[src/rtl/mnm_pkg.sv]
`default_nettype none
package mnm_pkg;

	localparam int NUM_KEYS_DEF = 128;

	localparam int ACT_W  = 2;
	localparam int KEY_W  = 7;
	localparam int VEL_W  = 7;
	localparam int CHAN_W = 5;
	localparam int CNT_W  = 8;
	localparam int CFG_IDX_W = 1;

	localparam logic [ACT_W-1:0] ACT_KBD    = 2'd0;
	localparam logic [ACT_W-1:0] ACT_PLAYER = 2'd1;
	localparam logic [ACT_W-1:0] ACT_FLUSH  = 2'd2;

	localparam logic [CFG_IDX_W-1:0] CFG_OUTPUT_CHANNEL = 1'd0;
	localparam logic [CFG_IDX_W-1:0] CFG_MIRROR_TO_CTRL = 1'd1;

	localparam logic [CHAN_W-1:0] CHAN_RESET = 5'd1;
	localparam logic [CNT_W-1:0]  CNT_MAX    = 8'd255;
	localparam logic [CNT_W-1:0]  CNT_ONE    = 8'd1;

	// Outcome of one count update.
	typedef struct packed {
		logic             wr_en;
		logic [CNT_W-1:0] new_cnt;
		logic             emit;
		logic             two;
		logic             first_on;
		logic             zero_vel;
		logic [CNT_W-1:0] first_rep;
	} mnm_dec_t;

endpackage
`default_nettype wire

[src/rtl/mnm_ram.sv]
`default_nettype none
module mnm_ram #(
	parameter int WIDTH = 8,
	parameter int DEPTH = 128,
	localparam int AW = (DEPTH > 1) ? $clog2(DEPTH) : 1
) (
	input  wire logic             clk,
	input  wire logic             we,
	input  wire logic [AW-1:0]    waddr,
	input  wire logic [WIDTH-1:0] wdata,
	input  wire logic             re,
	input  wire logic [AW-1:0]    raddr,
	output logic      [WIDTH-1:0] rdata
);

	logic [WIDTH-1:0] mem [DEPTH];

	always_ff @(posedge clk) begin
		if (we) begin
			mem[waddr] <= wdata;
		end
		if (re) begin
			rdata <= mem[raddr];
		end
	end

endmodule
`default_nettype wire

[src/rtl/mnm_decide.sv]
`default_nettype none
module mnm_decide (
	input  wire logic [mnm_pkg::ACT_W-1:0] action,
	input  wire logic                      note_on,
	input  wire logic [mnm_pkg::CNT_W-1:0] cnt,
	output mnm_pkg::mnm_dec_t              dec
);
	import mnm_pkg::*;

	always_comb begin
		dec           = '0;
		dec.new_cnt   = cnt;
		dec.first_rep = CNT_ONE;
		case (action)
			ACT_KBD: begin
				dec.wr_en = 1'b1;
				dec.emit  = 1'b1;
				if (note_on) begin
					dec.new_cnt  = CNT_ONE;
					// drop the held note before retriggering it
					dec.two      = (cnt == CNT_ONE);
					dec.first_on = (cnt != CNT_ONE);
				end else begin
					dec.new_cnt = '0;
				end
			end
			ACT_PLAYER: begin
				if (note_on) begin
					if (cnt != CNT_MAX) begin
						dec.wr_en    = 1'b1;
						dec.new_cnt  = cnt + CNT_ONE;
						dec.emit     = (cnt == '0);
						dec.first_on = 1'b1;
					end
				end else if (cnt != '0) begin
					dec.wr_en   = 1'b1;
					dec.new_cnt = cnt - CNT_ONE;
					dec.emit    = (cnt == CNT_ONE);
				end
			end
			ACT_FLUSH: begin
				dec.emit      = (cnt != '0);
				dec.zero_vel  = 1'b1;
				dec.first_rep = cnt;
			end
			default: begin
				dec.emit = 1'b0;
			end
		endcase
	end

endmodule
`default_nettype wire

[src/rtl/midi_note_merge_refcount.sv]
`default_nettype none
// Note merge with per-key hold counts.
// Input: pulse start with action, note_on, key and velocity while busy is low;
// the transaction is taken on that clock edge and busy rises for its duration.
// Output: each result sits on the result ports for one cycle with strobe high.
// The receiver cannot stall, so results leave on a fixed schedule.
// Configuration: cfg_we with cfg_idx and cfg_data writes output_channel (0) or
// mirror_to_ctrl (1); write only while busy is low and no result is pending.
// The first result is computed from the hold count read on the accepting edge
// and registered onto the result ports; a retrigger's note-on follows in the
// cycle after its note-off. busy stays high over the registered read of the
// hold-count memory and its write-back, and while a keyboard note-on that
// retriggers a key held once sends its note-off and then its note-on.
// Reset: all hold counts read as zero at once (one valid flop per key), the
// channel returns to 1 and mirroring is off; no clearing pass is needed.
// Keys at or above NUM_KEYS and the unused action code give no result.
module midi_note_merge_refcount #(
	parameter int NUM_KEYS = mnm_pkg::NUM_KEYS_DEF
) (
	input  wire logic                          clk,
	input  wire logic                          arst_n,
	input  wire logic                          start,
	output logic                               busy,
	input  wire logic [mnm_pkg::ACT_W-1:0]     action,
	input  wire logic                          note_on,
	input  wire logic [mnm_pkg::KEY_W-1:0]     key,
	input  wire logic [mnm_pkg::VEL_W-1:0]     velocity,
	input  wire logic                          cfg_we,
	input  wire logic [mnm_pkg::CFG_IDX_W-1:0] cfg_idx,
	input  wire logic [mnm_pkg::CHAN_W-1:0]    cfg_data,
	output logic                               strobe,
	output logic                               is_note_on,
	output logic      [mnm_pkg::KEY_W-1:0]     out_key,
	output logic      [mnm_pkg::VEL_W-1:0]     out_velocity,
	output logic      [mnm_pkg::CHAN_W-1:0]    out_channel,
	output logic                               also_ctrl,
	output logic      [mnm_pkg::CNT_W-1:0]     repeat_res,
	output logic                               last
);
	import mnm_pkg::*;

	localparam int AW = (NUM_KEYS > 1) ? $clog2(NUM_KEYS) : 1;
	localparam logic [KEY_W:0] KEY_LIMIT = (KEY_W + 1)'(NUM_KEYS);

	localparam logic [1:0] ST_IDLE   = 2'd0;
	localparam logic [1:0] ST_CALC   = 2'd1;
	localparam logic [1:0] ST_SECOND = 2'd2;

	logic [1:0]          state_q;
	logic [CHAN_W-1:0]   chan_q;
	logic                mirror_q;
	logic [NUM_KEYS-1:0] valid_q;

	logic [ACT_W-1:0] act_s1;
	logic             on_s1;
	logic [KEY_W-1:0] key_s1;
	logic [VEL_W-1:0] vel_s1;

	logic             accept;
	logic             in_range;
	logic [AW-1:0]    idx_s1;
	logic [CNT_W-1:0] ram_rdata;
	logic [CNT_W-1:0] cnt;
	logic             wr;
	mnm_dec_t         dec;

	assign accept   = start && !busy;
	assign busy     = (state_q != ST_IDLE);
	assign idx_s1   = key_s1[AW-1:0];
	assign in_range = ({1'b0, key_s1} < KEY_LIMIT);
	// a key never written since reset holds zero
	assign cnt      = (in_range && valid_q[idx_s1]) ? ram_rdata : '0;
	assign wr       = (state_q == ST_CALC) && in_range && dec.wr_en;

	// Hold counts: read on the accepting edge, written back on the edge after it.
	mnm_ram #(
		.WIDTH(CNT_W),
		.DEPTH(NUM_KEYS)
	) u_cnt_ram (
		.clk  (clk),
		.we   (wr),
		.waddr(idx_s1),
		.wdata(dec.new_cnt),
		.re   (accept),
		.raddr(key[AW-1:0]),
		.rdata(ram_rdata)
	);

	mnm_decide u_decide (
		.action (act_s1),
		.note_on(on_s1),
		.cnt    (cnt),
		.dec    (dec)
	);

	// Configuration registers.
	always_ff @(posedge clk or negedge arst_n) begin
		if (!arst_n) begin
			chan_q   <= CHAN_RESET;
			mirror_q <= 1'b0;
		end else if (cfg_we) begin
			case (cfg_idx)
				CFG_OUTPUT_CHANNEL: chan_q   <= cfg_data;
				CFG_MIRROR_TO_CTRL: mirror_q <= cfg_data[0];
				default:            chan_q   <= chan_q;
			endcase
		end
	end

	// Sequencer and valid flags.
	always_ff @(posedge clk or negedge arst_n) begin
		if (!arst_n) begin
			state_q <= ST_IDLE;
			valid_q <= '0;
			strobe  <= 1'b0;
		end else begin
			strobe <= 1'b0;
			case (state_q)
				ST_IDLE: begin
					if (accept) begin
						state_q <= ST_CALC;
					end
				end
				ST_CALC: begin
					if (wr) begin
						valid_q[idx_s1] <= 1'b1;
					end
					strobe  <= in_range && dec.emit;
					state_q <= (in_range && dec.two) ? ST_SECOND : ST_IDLE;
				end
				ST_SECOND: begin
					strobe  <= 1'b1;
					state_q <= ST_IDLE;
				end
				default: begin
					state_q <= ST_IDLE;
				end
			endcase
		end
	end

	// Hold the accepted transaction.
	always_ff @(posedge clk) begin
		if (accept) begin
			act_s1 <= action;
			on_s1  <= note_on;
			key_s1 <= key;
			vel_s1 <= velocity;
		end
	end

	// Result payload; the second result of a retrigger is always a note-on.
	always_ff @(posedge clk) begin
		if (state_q == ST_CALC || state_q == ST_SECOND) begin
			out_key     <= key_s1;
			out_channel <= chan_q;
			also_ctrl   <= mirror_q;
			if (state_q == ST_CALC) begin
				is_note_on   <= dec.first_on;
				out_velocity <= dec.zero_vel ? '0 : vel_s1;
				repeat_res   <= dec.first_rep;
				last         <= !dec.two;
			end else begin
				is_note_on   <= 1'b1;
				out_velocity <= vel_s1;
				repeat_res   <= CNT_ONE;
				last         <= 1'b1;
			end
		end
	end

endmodule
`default_nettype wire

[config.mk]
export PLATFORM = sky130hd
export DESIGN_NAME = midi_note_merge_refcount
export DESIGN_NICKNAME = d
export VERILOG_FILES = /design/src/rtl/mnm_pkg.sv /design/src/rtl/mnm_ram.sv /design/src/rtl/mnm_decide.sv /design/src/rtl/midi_note_merge_refcount.sv
export SDC_FILE = /design/constraint.sdc
export NUM_CORES = 1
export LEC_CHECK = 0
export BUFFER_PORTS_ARGS = -buffer_cell sky130_fd_sc_hd__buf_2
export CAP_MARGIN = 15
export CORE_UTILIZATION = 50
export CTS_CLUSTER_SIZE = 25
export DETAILED_ROUTE_END_ITERATION = 16
export PLACE_DENSITY = 0.71
export RECOVER_POWER = 25
export SKIP_CTS_REPAIR_TIMING = 1
export SLEW_MARGIN = 0
export SYNTH_ARGS = -nofsm -noshare
export SYNTH_HDL_FRONTEND = slang
export SYNTH_SLANG_ARGS = --single-unit
[constraint.sdc]
create_clock -name clk -period 21.7 [get_ports clk]
set_input_delay 1.085 -clock clk [delete_from_list [all_inputs] [get_ports clk]]
set_output_delay 1.085 -clock clk [all_outputs]
set_load 0.02 [all_outputs]
==> results.md <==
- Residual DRC: 0
- Crit path DAT: 13000 ps
- Cells after Synth: 2319
- CP max FO: 57
- Sw Share: 25.37%
- Sequential group share of total power: 51.4%
- Slew margin rel.: -271.5%
- Pwr Density: 106.2 nW/um^2
- Met1 Use GR: 34.24%
- Post-synthesis sequential area ratio: 73.84%
- Setup violation total in the final timing report: 0
- R2r endpoint: u_cnt_ram.mem[78][6]
- DR pass1 iterations: 8
- Starting Density: 50.77%
- Final slew viol count: 905
- GRT overflow: 0
- Fin util: 56.34%
- Post-Route WL: 114600 um
- Num CTS Buffers: 114
- WL per Instance: 30.52 um
- Tmin final: 12560 ps
- Critical Path Start: key[0]
- DRT iter0 DRCs: 3120
- Leakage: 17.62 nW
- Final worst-path cycle share: 57.88%
- Vias in the first global route: 24200
- FF+latch count, synth: 1216
- Commonest cells after routing, fill and taps aside: edfxtp_1 (1079), mux4_2 (338), dfrtp_1 (136), clkbuf_16 (114), nor3_2 (88)
- PnR worst setup slack: 9141 ps
- Status: finished with violations
- GP Congestion: 0.9982
- Buf+Inv Stages, Crit Path: 3
- Area of the core: 95580 um^2
- Avg Inst Size Synth: 20.93 um^2
- Final ANT Viol Nets: 0
- Worst Tran Pin Value: 5572 ps
- Met3 Usage GRT: 4.301%
- Levels on crit path: 7
- Type of the worst setup path: in2reg
- R2R Setup Slk: 11280 ps
- Worst Hold Slack: 443.3 ps
- Synth-to-layout area growth: 10.97%
- Post-layout nets: 2427
- Die Span Y: 313.5 um
- NetSw: 1.451 mW
- Peak VDD IR: 75.04 uV
- Critical Path, Cell by Cell: clkbuf_1 > clkbuf_1 > clkbuf_1 > mux4_2 > mux4_2 > mux4_2 > mux2_1
- CTS root buf: clkbuf_16
- Predominant post-synthesis flop cell: edfxtp_1
- Worst-path clk slew: 60 ps
- Clock power frac: 36.0%
- Fin Clk Skew: 33.34 ps
- Via count: 23960
- Share of total power in combinational logic: 12.6%
- Num rows: 113
- # port buffers: 58
- Setup tns final: 0 ps
- # clock sinks: 1216
- Required time worst endpoint: 22140 ps
- Largest net degree at the start of global routing: 112
- Slowest CP cell: clkbuf_1
- Async S/R FF share, synth: 11.27%
- Initial antenna violation count: 2
- Violated checks: max-capacitance violations, max-slew violations
- Clock latency on the worst-skew pair: 710 ps
- Worst slack, placed: 14610 ps
- GR peak layer: met2
- Internal power: 4.269 mW
- Worst Setup End Kind: register
- Die Wd: 313.5 um
- H-tree Lvls: 3
- I/O pin count: 59
- Storage cell area: 35830 um^2
- Final hold vios: 0
- Post-Syn Nets: 2353
- Number of distinct library cells after synthesis: 70
- Area of the die: 98300 um^2
- Total track usage: 23.76%
- Worst hold path type: reg2reg
- Met2 GRT Util: 37.14%
- Fillers: 6935
- CP top delay family: buffers and inverters
- Routed vias/inst: 6.380
- Multi-input logic area: 12020 um^2
- Number of synthesized flops with an enable pin: 1079
- Commonest non-fill, non-tap cell in the layout: edfxtp_1
- Longest Clk Path Bufs: 3
- Cell area after synthesis: 48530 um^2
- Reg2Reg Depth: 14
- FF-to-FF Start: idx_s1[2]
- Achievable frequency: 79.62 MHz
- Worst path max stage delay: 3810 ps
- TritonCTS clock tree: yes
- Global-route wire length before repair: 169800 um
- RSZ-0062 raised after global routing: false
- Fraction of layout cells with a size suffix above 1: 27.72%
- Max cap viols: 17
- Yosys warns: 0
- Post-DP HPWL: 70890 um
- Setup crit end: u_cnt_ram.rdata[7]
- Startpoint Class: input port
registers in the layout, indices dropped and copies added (netlist names), 2 cells and up:
register         flops
act_s1               2
chan_q               5
idx_s1               7
out_channel          5
out_key              7
out_velocity         7
repeat_res           8
state_q              2
u_cnt_ram.mem     1024
u_cnt_ram.rdata      8
valid_q            128
vel_s1               7
stage by stage:
step	power [mW]	cell area [um^2]	instances
2_1_floorplan	3.432	48530	2319
3_3_place_gp	3.684	50110	3540
3_5_place_dp	3.708	50130	3542
4_1_cts	5.734	54000	3754
5_1_grt	5.882	53840	3754
6_report	5.719	53850	3756
Yosys cell counts (16+ instances only):
library cell | instances | share of area, %
nor2_1 | 67 | 0.52
mux4_2 | 338 | 16
mux2i_1 | 35 | 0.72
or2_1 | 80 | 1.0
edfxtp_1 | 1079 | 67
nor3_1 | 18 | 0.19
nor3_2 | 81 | 1.7
dfrtp_1 | 136 | 7.0
clkbuf_1 | 68 | 0.53
buf_1 | 31 | 0.24
mux2_2 | 16 | 0.37
a21oi_1 | 19 | 0.20
buf_2 | 20 | 0.21
and2_1 | 16 | 0.21
nand2_1 | 55 | 0.43
o21bai_1 | 39 | 0.60
nand3_1 | 27 | 0.28
o21ai_0 | 18 | 0.19
power by group through the flow:
| stage | Combinational, mW | Sequential (mW) | Clock, mW |
|---|---|---|---|
| after global placement | 0.712 | 2.97 | 0 |
| final | 0.722 | 2.94 | 2.06 |
| after floorplan | 0.430 | 3.00 | 0 |
| after CTS | 0.732 | 2.93 | 2.08 |
| after global routing | 0.769 | 2.95 | 2.17 |
| after detailed placement | 0.734 | 2.97 | 0 |
worst register-to-register path, stage by stage (launching register included):
cell and delay [ps]:
edfxtp_1 320, clkbuf_1 1910, nor2b_1 890, a221oi_1 230, o311ai_0 570, o31ai_1 230
o22ai_1 300, clkbuf_1 760, nand2_1 330, ha_1 400, nor3_1 640, a31oi_1 280
o22ai_4 270, clkbuf_1 1990, buf_4 920
how the worst min path moves through the flow:
| stage | from | slack, ps | end | cells past startpoint |
|---|---|---|---|---|
| 2_1_floorplan | mirror_q | 420 | also_ctrl | 0 |
| 5_1_grt | chan_q[4] | 450 | out_channel[4] | 0 |
| 3_5_place_dp | chan_q[4] | 430 | out_channel[4] | 0 |
| 4_1_cts | chan_q[4] | 440 | out_channel[4] | 0 |
| 3_3_place_gp | mirror_q | 430 | also_ctrl | 0 |
| 6_report | chan_q[4] | 440 | out_channel[4] | 0 |
layer usage:
layer	vias up	part of all wire, %
li1	9709	-
met1	12730	41
met3	238	8.0
met2	1282	48
met5	-	0.041
met4	4	3.2
cells by family (layout without fill, tap and decap cells):
kind of cell | count (synthesis) | in the layout | share of synthesized area [%]
compound gates | 153 | 153 | 2.367
mux | 390 | 390 | 16.80
buf+inv | 151 | 321 | 1.537
simple gates | 401 | 401 | 5.260
other cells | 0 | 2 | 0
xor+xnor | 1 | 1 | 0.01805
flops | 1216 | 1216 | 73.84
fa+ha+maj | 7 | 7 | 0.1805
area by class of cell:
type,instances,share of cell area (%)
diodes,2,0.009294
clock buffers,140,5.535
clock inverters,72,1.647
inverters,13,0.09062
multi-input cells,952,22.31
flip-flops and latches,1216,66.54
well taps,1265,2.939
repair buffers,96,0.9271
No activity file was read; power rests on OpenSTA's default activity.
